`src/sv/evad_pkg.sv`:
```
package evad_pkg;

  localparam int CFG_IDX_W  = 3;
  localparam int CFG_DATA_W = 16;

  localparam logic [CFG_IDX_W-1:0] REG_ENERGY_THRESHOLD = 3'd0;
  localparam logic [CFG_IDX_W-1:0] REG_START_FRAMES     = 3'd1;
  localparam logic [CFG_IDX_W-1:0] REG_HANG_LEN         = 3'd2;
  localparam logic [CFG_IDX_W-1:0] REG_QUIET_LIMIT      = 3'd3;
  localparam logic [CFG_IDX_W-1:0] REG_MIN_TALK_LEN     = 3'd4;

  localparam logic [14:0] THRESHOLD_RST    = 15'd500;
  localparam logic [3:0]  START_FRAMES_RST = 4'd2;
  localparam logic [7:0]  HANG_LEN_RST     = 8'd10;
  localparam logic [7:0]  QUIET_LIMIT_RST  = 8'd40;
  localparam logic [15:0] MIN_TALK_LEN_RST = 16'd10;

  localparam int MODE_W = 2;
  localparam logic [MODE_W-1:0] MODE_WAITING = 2'd0;
  localparam logic [MODE_W-1:0] MODE_SPEECH  = 2'd1;
  localparam logic [MODE_W-1:0] MODE_SILENCE = 2'd2;

  localparam int SQ_W = 31;

  typedef struct packed {
    logic [14:0] energy_threshold;
    logic [3:0]  start_frames;
    logic [7:0]  hang_len;
    logic [7:0]  quiet_limit;
    logic [15:0] min_talk_len;
  } cfg_t;

  typedef struct packed {
    logic load;
    logic acc;
    logic mul;
    logic dec;
  } dp_cmd_t;

  typedef struct packed {
    logic frame_end;
    logic out_free;
  } dp_status_t;

endpackage

```
`src/sv/evad_track.sv`:
```
module evad_track (
  input  logic                        clk,
  input  logic                        rst_n,
  input  logic                        step,
  input  logic                        voiced,
  input  evad_pkg::cfg_t              cfg,
  output logic [evad_pkg::MODE_W-1:0] mode_nxt,
  output logic                        eos
);

  logic [evad_pkg::MODE_W-1:0] mode_r;
  logic [15:0] speech_r, speech_nxt, speech_bump;
  logic [7:0]  silence_r, silence_nxt, silence_inc;
  logic [7:0]  hang_r, hang_nxt;

  assign speech_bump = (speech_r == 16'hFFFF) ? speech_r : speech_r + 16'd1;
  assign silence_inc = (silence_r == 8'hFF) ? silence_r : silence_r + 8'd1;

  always_comb begin
    mode_nxt    = mode_r;
    speech_nxt  = speech_r;
    silence_nxt = silence_r;
    hang_nxt    = hang_r;
    eos         = 1'b0;
    unique case (mode_r)
      evad_pkg::MODE_WAITING: begin
        if (voiced) begin
          speech_nxt = speech_bump;
          if (speech_bump >= {12'd0, cfg.start_frames}) begin
            mode_nxt = evad_pkg::MODE_SPEECH;
            hang_nxt = cfg.hang_len;
          end
        end else begin
          speech_nxt = 16'd0;
        end
      end
      evad_pkg::MODE_SPEECH: begin
        speech_nxt = speech_bump;
        if (voiced) begin
          hang_nxt = cfg.hang_len;
        end else if (hang_r <= 8'd1) begin
          hang_nxt    = 8'd0;
          mode_nxt    = evad_pkg::MODE_SILENCE;
          silence_nxt = 8'd1;
        end else begin
          hang_nxt = hang_r - 8'd1;
        end
      end
      default: begin
        if (voiced) begin
          mode_nxt    = evad_pkg::MODE_SPEECH;
          silence_nxt = 8'd0;
          hang_nxt    = cfg.hang_len;
        end else if (silence_inc >= cfg.quiet_limit) begin
          eos         = (speech_r >= cfg.min_talk_len);
          mode_nxt    = evad_pkg::MODE_WAITING;
          speech_nxt  = 16'd0;
          silence_nxt = 8'd0;
          hang_nxt    = 8'd0;
        end else begin
          silence_nxt = silence_inc;
        end
      end
    endcase
  end

  always_ff @(posedge clk) begin
    if (!rst_n) begin
      mode_r    <= evad_pkg::MODE_WAITING;
      speech_r  <= 16'd0;
      silence_r <= 8'd0;
      hang_r    <= 8'd0;
    end else if (step) begin
      mode_r    <= mode_nxt;
      speech_r  <= speech_nxt;
      silence_r <= silence_nxt;
      hang_r    <= hang_nxt;
    end
  end

endmodule

```
`src/sv/evad_datapath.sv`:
```
module evad_datapath #(
  parameter int FRAME_MAX_SAMPLES = 512
) (
  input  logic                        clk,
  input  logic                        rst_n,
  input  logic signed [15:0]          in_sample,
  input  logic                        in_frame_last,
  input  evad_pkg::cfg_t              cfg,
  input  evad_pkg::dp_cmd_t           cmd,
  output evad_pkg::dp_status_t        status,
  input  logic                        out_ready,
  output logic                        out_valid,
  output logic [evad_pkg::MODE_W-1:0] out_detector_mode,
  output logic                        out_utterance_end,
  output logic                        out_frame_voiced
);

  localparam int CNT_W  = $clog2(FRAME_MAX_SAMPLES + 1);
  localparam int SUM_W  = evad_pkg::SQ_W - 1 + CNT_W;
  localparam int PROD_W = evad_pkg::SQ_W + CNT_W;

  logic signed [31:0]        sq_full;
  logic [15:0]               thr_p1;
  logic [31:0]               thr_full;
  logic [evad_pkg::SQ_W-1:0] sq_r, thr_sq_r;
  logic                      last_r;
  logic [SUM_W-1:0]          sum_r;
  logic [CNT_W-1:0]          cnt_r, cnt_inc;
  logic [PROD_W-1:0]         prod_r;
  logic                      voiced;
  logic [evad_pkg::MODE_W-1:0] mode_nxt;
  logic                      eos;
  logic                      out_valid_r;

  assign sq_full  = in_sample * in_sample;
  assign thr_p1   = {1'b0, cfg.energy_threshold} + 16'd1;
  assign thr_full = thr_p1 * thr_p1;
  assign cnt_inc  = cnt_r + CNT_W'(1);
  assign voiced   = PROD_W'(sum_r) >= prod_r;

  assign status.frame_end = last_r || (cnt_inc == CNT_W'(FRAME_MAX_SAMPLES));
  assign status.out_free  = !out_valid_r || out_ready;

  evad_track u_track (
    .clk      (clk),
    .rst_n    (rst_n),
    .step     (cmd.dec),
    .voiced   (voiced),
    .cfg      (cfg),
    .mode_nxt (mode_nxt),
    .eos      (eos)
  );

  always_ff @(posedge clk) begin
    thr_sq_r <= thr_full[evad_pkg::SQ_W-1:0];
    if (cmd.load) begin
      sq_r   <= sq_full[evad_pkg::SQ_W-1:0];
      last_r <= in_frame_last;
    end
    if (cmd.mul) begin
      prod_r <= PROD_W'(thr_sq_r) * PROD_W'(cnt_r);
    end
    if (cmd.dec) begin
      out_detector_mode <= mode_nxt;
      out_utterance_end <= eos;
      out_frame_voiced  <= voiced;
    end
  end

  always_ff @(posedge clk) begin
    if (!rst_n) begin
      sum_r       <= '0;
      cnt_r       <= '0;
      out_valid_r <= 1'b0;
    end else begin
      if (cmd.acc) begin
        sum_r <= sum_r + SUM_W'(sq_r);
        cnt_r <= cnt_inc;
      end else if (cmd.dec) begin
        sum_r <= '0;
        cnt_r <= '0;
      end
      if (cmd.dec) begin
        out_valid_r <= 1'b1;
      end else if (out_ready) begin
        out_valid_r <= 1'b0;
      end
    end
  end

  assign out_valid = out_valid_r;

endmodule

```
`src/sv/evad_ctrl.sv`:
```
module evad_ctrl (
  input  logic                 clk,
  input  logic                 rst_n,
  input  logic                 in_valid,
  output logic                 in_ready,
  input  evad_pkg::dp_status_t status,
  output evad_pkg::dp_cmd_t    cmd
);

  localparam logic [1:0] ST_IDLE = 2'd0;
  localparam logic [1:0] ST_ACC  = 2'd1;
  localparam logic [1:0] ST_MUL  = 2'd2;
  localparam logic [1:0] ST_DEC  = 2'd3;

  logic [1:0] state_r, state_nxt;

  assign in_ready = (state_r == ST_IDLE);

  always_comb begin
    state_nxt = state_r;
    cmd       = '0;
    unique case (state_r)
      ST_IDLE: begin
        if (in_valid) begin
          cmd.load  = 1'b1;
          state_nxt = ST_ACC;
        end
      end
      ST_ACC: begin
        cmd.acc   = 1'b1;
        state_nxt = status.frame_end ? ST_MUL : ST_IDLE;
      end
      ST_MUL: begin
        cmd.mul   = 1'b1;
        state_nxt = ST_DEC;
      end
      ST_DEC: begin
        if (status.out_free) begin
          cmd.dec   = 1'b1;
          state_nxt = ST_IDLE;
        end
      end
      default: begin
        state_nxt = ST_IDLE;
      end
    endcase
  end

  always_ff @(posedge clk) begin
    if (!rst_n) begin
      state_r <= ST_IDLE;
    end else begin
      state_r <= state_nxt;
    end
  end

endmodule

```
`src/sv/energy_voice_activity_detector.sv`:
```
// A sample that does not end a frame is accepted and then accumulated.
// A frame-ending sample steps through accept, accumulate, threshold multiply
// and decision. Input is accepted only in the idle state, between these steps.
// A result not yet taken holds the next frame's decision, and input then waits until it is taken.
// Synchronous active-low reset restores register defaults and clears the control
// state, sample counter, energy sum and output valid; no clearing pass is needed.
module energy_voice_activity_detector #(
  parameter int FRAME_MAX_SAMPLES = 512
) (
  input  logic                            clk,
  input  logic                            rst_n,
  input  logic                            in_valid,
  output logic                            in_ready,
  input  logic signed [15:0]              in_sample,
  input  logic                            in_frame_last,
  output logic                            out_valid,
  input  logic                            out_ready,
  output logic [evad_pkg::MODE_W-1:0]     out_detector_mode,
  output logic                            out_utterance_end,
  output logic                            out_frame_voiced,
  input  logic                            cfg_wr_en,
  input  logic [evad_pkg::CFG_IDX_W-1:0]  cfg_index,
  input  logic [evad_pkg::CFG_DATA_W-1:0] cfg_wdata
);

  evad_pkg::cfg_t       cfg_r;
  evad_pkg::dp_cmd_t    cmd;
  evad_pkg::dp_status_t status;

  always_ff @(posedge clk) begin
    if (!rst_n) begin
      cfg_r.energy_threshold <= evad_pkg::THRESHOLD_RST;
      cfg_r.start_frames     <= evad_pkg::START_FRAMES_RST;
      cfg_r.hang_len         <= evad_pkg::HANG_LEN_RST;
      cfg_r.quiet_limit      <= evad_pkg::QUIET_LIMIT_RST;
      cfg_r.min_talk_len     <= evad_pkg::MIN_TALK_LEN_RST;
    end else if (cfg_wr_en) begin
      unique case (cfg_index)
        evad_pkg::REG_ENERGY_THRESHOLD: cfg_r.energy_threshold <= cfg_wdata[14:0];
        evad_pkg::REG_START_FRAMES:     cfg_r.start_frames     <= cfg_wdata[3:0];
        evad_pkg::REG_HANG_LEN:         cfg_r.hang_len         <= cfg_wdata[7:0];
        evad_pkg::REG_QUIET_LIMIT:      cfg_r.quiet_limit      <= cfg_wdata[7:0];
        evad_pkg::REG_MIN_TALK_LEN:     cfg_r.min_talk_len     <= cfg_wdata;
        default: ;
      endcase
    end
  end

  evad_ctrl u_ctrl (
    .clk      (clk),
    .rst_n    (rst_n),
    .in_valid (in_valid),
    .in_ready (in_ready),
    .status   (status),
    .cmd      (cmd)
  );

  evad_datapath #(
    .FRAME_MAX_SAMPLES (FRAME_MAX_SAMPLES)
  ) u_datapath (
    .clk               (clk),
    .rst_n             (rst_n),
    .in_sample         (in_sample),
    .in_frame_last     (in_frame_last),
    .cfg               (cfg_r),
    .cmd               (cmd),
    .status            (status),
    .out_ready         (out_ready),
    .out_valid         (out_valid),
    .out_detector_mode (out_detector_mode),
    .out_utterance_end (out_utterance_end),
    .out_frame_voiced  (out_frame_voiced)
  );

endmodule

```
`config.mk`:
```
export PLATFORM = sky130hd
export DESIGN_NAME = energy_voice_activity_detector
export DESIGN_NICKNAME = d
export VERILOG_FILES = /design/src/sv/evad_pkg.sv /design/src/sv/evad_track.sv /design/src/sv/evad_datapath.sv /design/src/sv/evad_ctrl.sv /design/src/sv/energy_voice_activity_detector.sv
export SDC_FILE = /design/constraint.sdc
export NUM_CORES = 2
export LEC_CHECK = 0
export BUFFER_PORTS_ARGS = -buffer_cell sky130_fd_sc_hd__buf_2
export CORE_MARGIN = 2
export CORE_UTILIZATION = 55
export CTS_BUF_LIST = sky130_fd_sc_hd__clkbuf_4 sky130_fd_sc_hd__clkbuf_8
export DETAILED_ROUTE_END_ITERATION = 7
export PLACE_DENSITY = 0.71
export SLEW_MARGIN = 20
export SYNTH_ARGS = -nofsm -noshare
export SYNTH_HDL_FRONTEND = slang
export SYNTH_SLANG_ARGS = --single-unit
```
`constraint.sdc`:
```
create_clock -name clk -period 9.7 [get_ports clk]
set_input_delay 0.97 -clock clk [delete_from_list [all_inputs] [get_ports clk]]
set_output_delay 0.97 -clock clk [all_outputs]
set_load 0.03 [all_outputs]
```
==> flow_summary.toml <==
[logic_synthesis]
synth_area_per_cell_um2 = 8.97
synthesis.instances = 4112
synth-seq-cells = 244
yosys-top-cells-area = "fa_1 34%, ha_1 12%, dfxtp_1 9.1%"
synth_warnings = 0
netlist_area_um2 = 36900
synth_top_area_share_pct = 33.7
synth_cell_types = 80
ys_async_sr_fraction_pct = 0
yosys.area.top_type = "fa_1"
synth.yosys.seq_area_share_pct = 15.3
synth-edff-count = 76
synthFlopType = "dfxtp_1"

[drt]
vias = 27300
dr.pass1.iters = 6
post_drt_wl_per_cell_um = 17.0
via_per_inst = 5.47
wirelength_um = 84800
ant_nets = 0
drc = 0
drtIter0Drc = 1806

[timing]
period_needed_ns = 8.25
setup_viol = 0
drv_slew = 0
period_share_pct = 85.0
finClkSkew_ns = 0.0342
hold_violations = 0
fin_setup_tns_ns = 0
rsz0062_at_grt = "false"
max_clock_freq_mhz = 121
tightest_slew_ns = 1.07
slew_headroom_pct = 27.9

[run]
max_cap_violations = 0

[finish]
nNetsFinal = 5108
drive_gt1_share_pct = 4.29
fin_area_um2 = 38900
syn_to_final_growth_pct = 5.41

[placed_design]
dp_hpwl_um = 68500
routabilityCongestion = 0.898
numPortBuffers = 46
placed_area_um2 = 37800

[worst_setup_path]
crit_buf_inv = 5
worstSetupStartpointType = "register"
criticalPathCategory = "register to register"
max_stage_delay_ns = 0.65
reg2reg_slack_ns = 1.45
r2r_cells = 27
cp_max_fo = 17
slowest_stage = "dfxtp_1"
worst-endpoint-arrival_ns = 8.74
required_ns = 10.19
crit_start = "cfg_r[36]"
rr_endpoint = "u_datapath.thr_sq_r[30]"
cpMostUsedCell = "fa_1"
r2r_start = "cfg_r[36]"
crit_family = "adder cells"
end_kind = "register"

[floorplan]
dieWidth_um = 263
initial_core_util_pct = 55.8
fp-row-count = 94
dieArea_um2 = 69100
die_h_um = 263
core_area_um2 = 66100
ios = 47

[global_routing]
grt_use_met2_pct = 43.7
grt_max_degree = 68
grt_pass1_wl_um = 143000
gr-total-overflow = 0
use_met1_pct = 33.3
met3_usage_pct = 4.12
grt_pass1_vias = 28400
top_usage_layer = "met2"
antenna_found_initial = 2
track_usage_pct = 25.4

[run_status]
status = "complete, no violations"

[clocking]
cts_inserted_buffers = 45
cts-resized-gates = 0
insertion_delay_ns = 0.62
ctsHtreeMaxLevel = 2
clock_sinks = 244
cts_max_path_buffers = 3
cts_tree = "done"
cts-root-buf = "clkbuf_8"
ctsHoldBuffers = 0
post_cts_buffers = 0
clkTransAtPathRegs_ns = 0.06

[pwr]
p_leak_nw = 19.3
power.density_nw_per_um2 = 254
vdd_ir_drop_max_mv = 0.759
total_power_w = 0.00987

[hold_path]
hold_path_class = "register to register"
holdPathStages = 2
whs_endpoint = "cfg_r[9]"
hp-start = "cfg_r[9]"
[cells by family (layout without fill, tap and decap cells)]
| kind of cell | after synthesis | in the layout | share of synthesized area (%) |
|---|---|---|---|
| AO/OA/AOI/OAI | 577 | 577 | 9.96 |
| XOR/XNOR | 160 | 160 | 3.80 |
| adder cells (fa/ha/maj) | 975 | 975 | 45.7 |
| buffers and inverters | 979 | 982 | 9.99 |
| flip-flops | 244 | 244 | 15.3 |
| multiplexers | 11 | 11 | 0.312 |
| other | 2 | 16 | 0.0204 |
| AND/OR/NAND/NOR | 1164 | 1164 | 14.9 |
[worst register-to-register path, delay by kind of cell, from the launching register on]
kind	cells	cell delay, ns
fa+ha+maj	8	3.63
compound gates	6	1.62
simple gates	6	0.94
xor+xnor	2	0.73
flops	1	0.65
buf+inv	5	0.57
[cell usage after synthesis, drive strengths merged (5+ instances only)]
library cell and n:
nor3b 5, a211o 6, nand4 23, mux2i 7, inv 826, o22ai 6, and2 201, xor2 55
xnor2 105, a211oi 16, a22oi 10, nor2b 27, nand2b 42, o21ai 98, or3 10, ha 355
a31oi 18, nor3 38, a21boi 10, o31ai 9, nand2 503, a22o 11, o2111ai 7, nor2 183
o21a 23, edfxtp 76, a21oi 197, clkbuf 134, dfxtp 168, or2 7, a21o 94, fa 620
and3 32, nand3b 5, nand3 73, a311oi 5, o211ai 16, buf 15, o21bai 19
[metal layers]
| metal | wire (um) | part of all wire, % | vias to the layer above |
|---|---|---|---|
| met5 | 0 | 0 | - |
| met4 | 2300 | 2.7 | 0 |
| met3 | 5070 | 6.0 | 141 |
| met2 | 42300 | 50 | 716 |
| met1 | 35100 | 41 | 13600 |
| li1 | - | - | 12800 |
[how the worst max path moves through the flow]
stage                              endpoint  slack, ns  cells past startpoint
floorplan           u_datapath.thr_sq_r[30]       2.72                     28
global placement    u_datapath.thr_sq_r[30]       1.74                     26
detailed placement  u_datapath.thr_sq_r[30]       1.59                     27
CTS                 u_datapath.thr_sq_r[30]       1.56                     27
global route        u_datapath.thr_sq_r[29]       0.87                     26
finish              u_datapath.thr_sq_r[30]       1.45                     27
[layout by cell type, fill, tap and decap left out, drive strengths merged, types with 73 or more instances in the layout]
master | synthesis | routed
nor2 | 183 | 183
xnor2 | 105 | 105
nand2 | 503 | 503
inv | 826 | 828
a21oi | 197 | 197
ha | 355 | 355
o21ai | 98 | 98
edfxtp | 76 | 76
dfxtp | 168 | 168
a21o | 94 | 94
and2 | 201 | 201
fa | 620 | 620
nand3 | 73 | 73
[area by class of cell]
class	count	area, um2
antenna	1	2.50
clock buffer	70	851
clock inverter	13	153
fill	5869	27200
inverter	830	3120
multi-input combinational	2902	27600
sequential	244	5650
tap	864	1080
timing repair buffer	69	415
[flip-flops by register name (all words and copies together) (netlist names)]
signal	cells
cfg_r	51
u_ctrl.state_r	2
u_datapath.cnt_r	10
u_datapath.last_r	1
u_datapath.out_detector_mode	2
u_datapath.out_frame_voiced	1
u_datapath.out_utterance_end	1
u_datapath.out_valid	1
u_datapath.prod_r	41
u_datapath.sq_r	30
u_datapath.sum_r	40
u_datapath.thr_sq_r	30
u_datapath.u_track.hang_r	8
u_datapath.u_track.mode_r	2
u_datapath.u_track.silence_r	8
u_datapath.u_track.speech_r	16
[stage by stage]
step,utilization (%),instances,worst slack (ns),hold WS [ns]
after global placement,57.2,4908,1.74,0.443
after detailed placement,57.2,4908,1.59,0.448
after CTS,58.8,4991,1.56,0.455
after global routing,58.8,4993,0.874,0.473
final,58.8,4993,1.45,0.455
after floorplan,-,4125,2.72,0.435
[power breakdown]
group,switching (W),total (W),internal (W)
combinational,0.00392,0.00698,0.00306
sequential,0.000264,0.00178,0.00152
clock,0.000472,0.00111,0.000642
total,0.00466,0.00987,0.00522
Power figures use the tool's default switching activity.
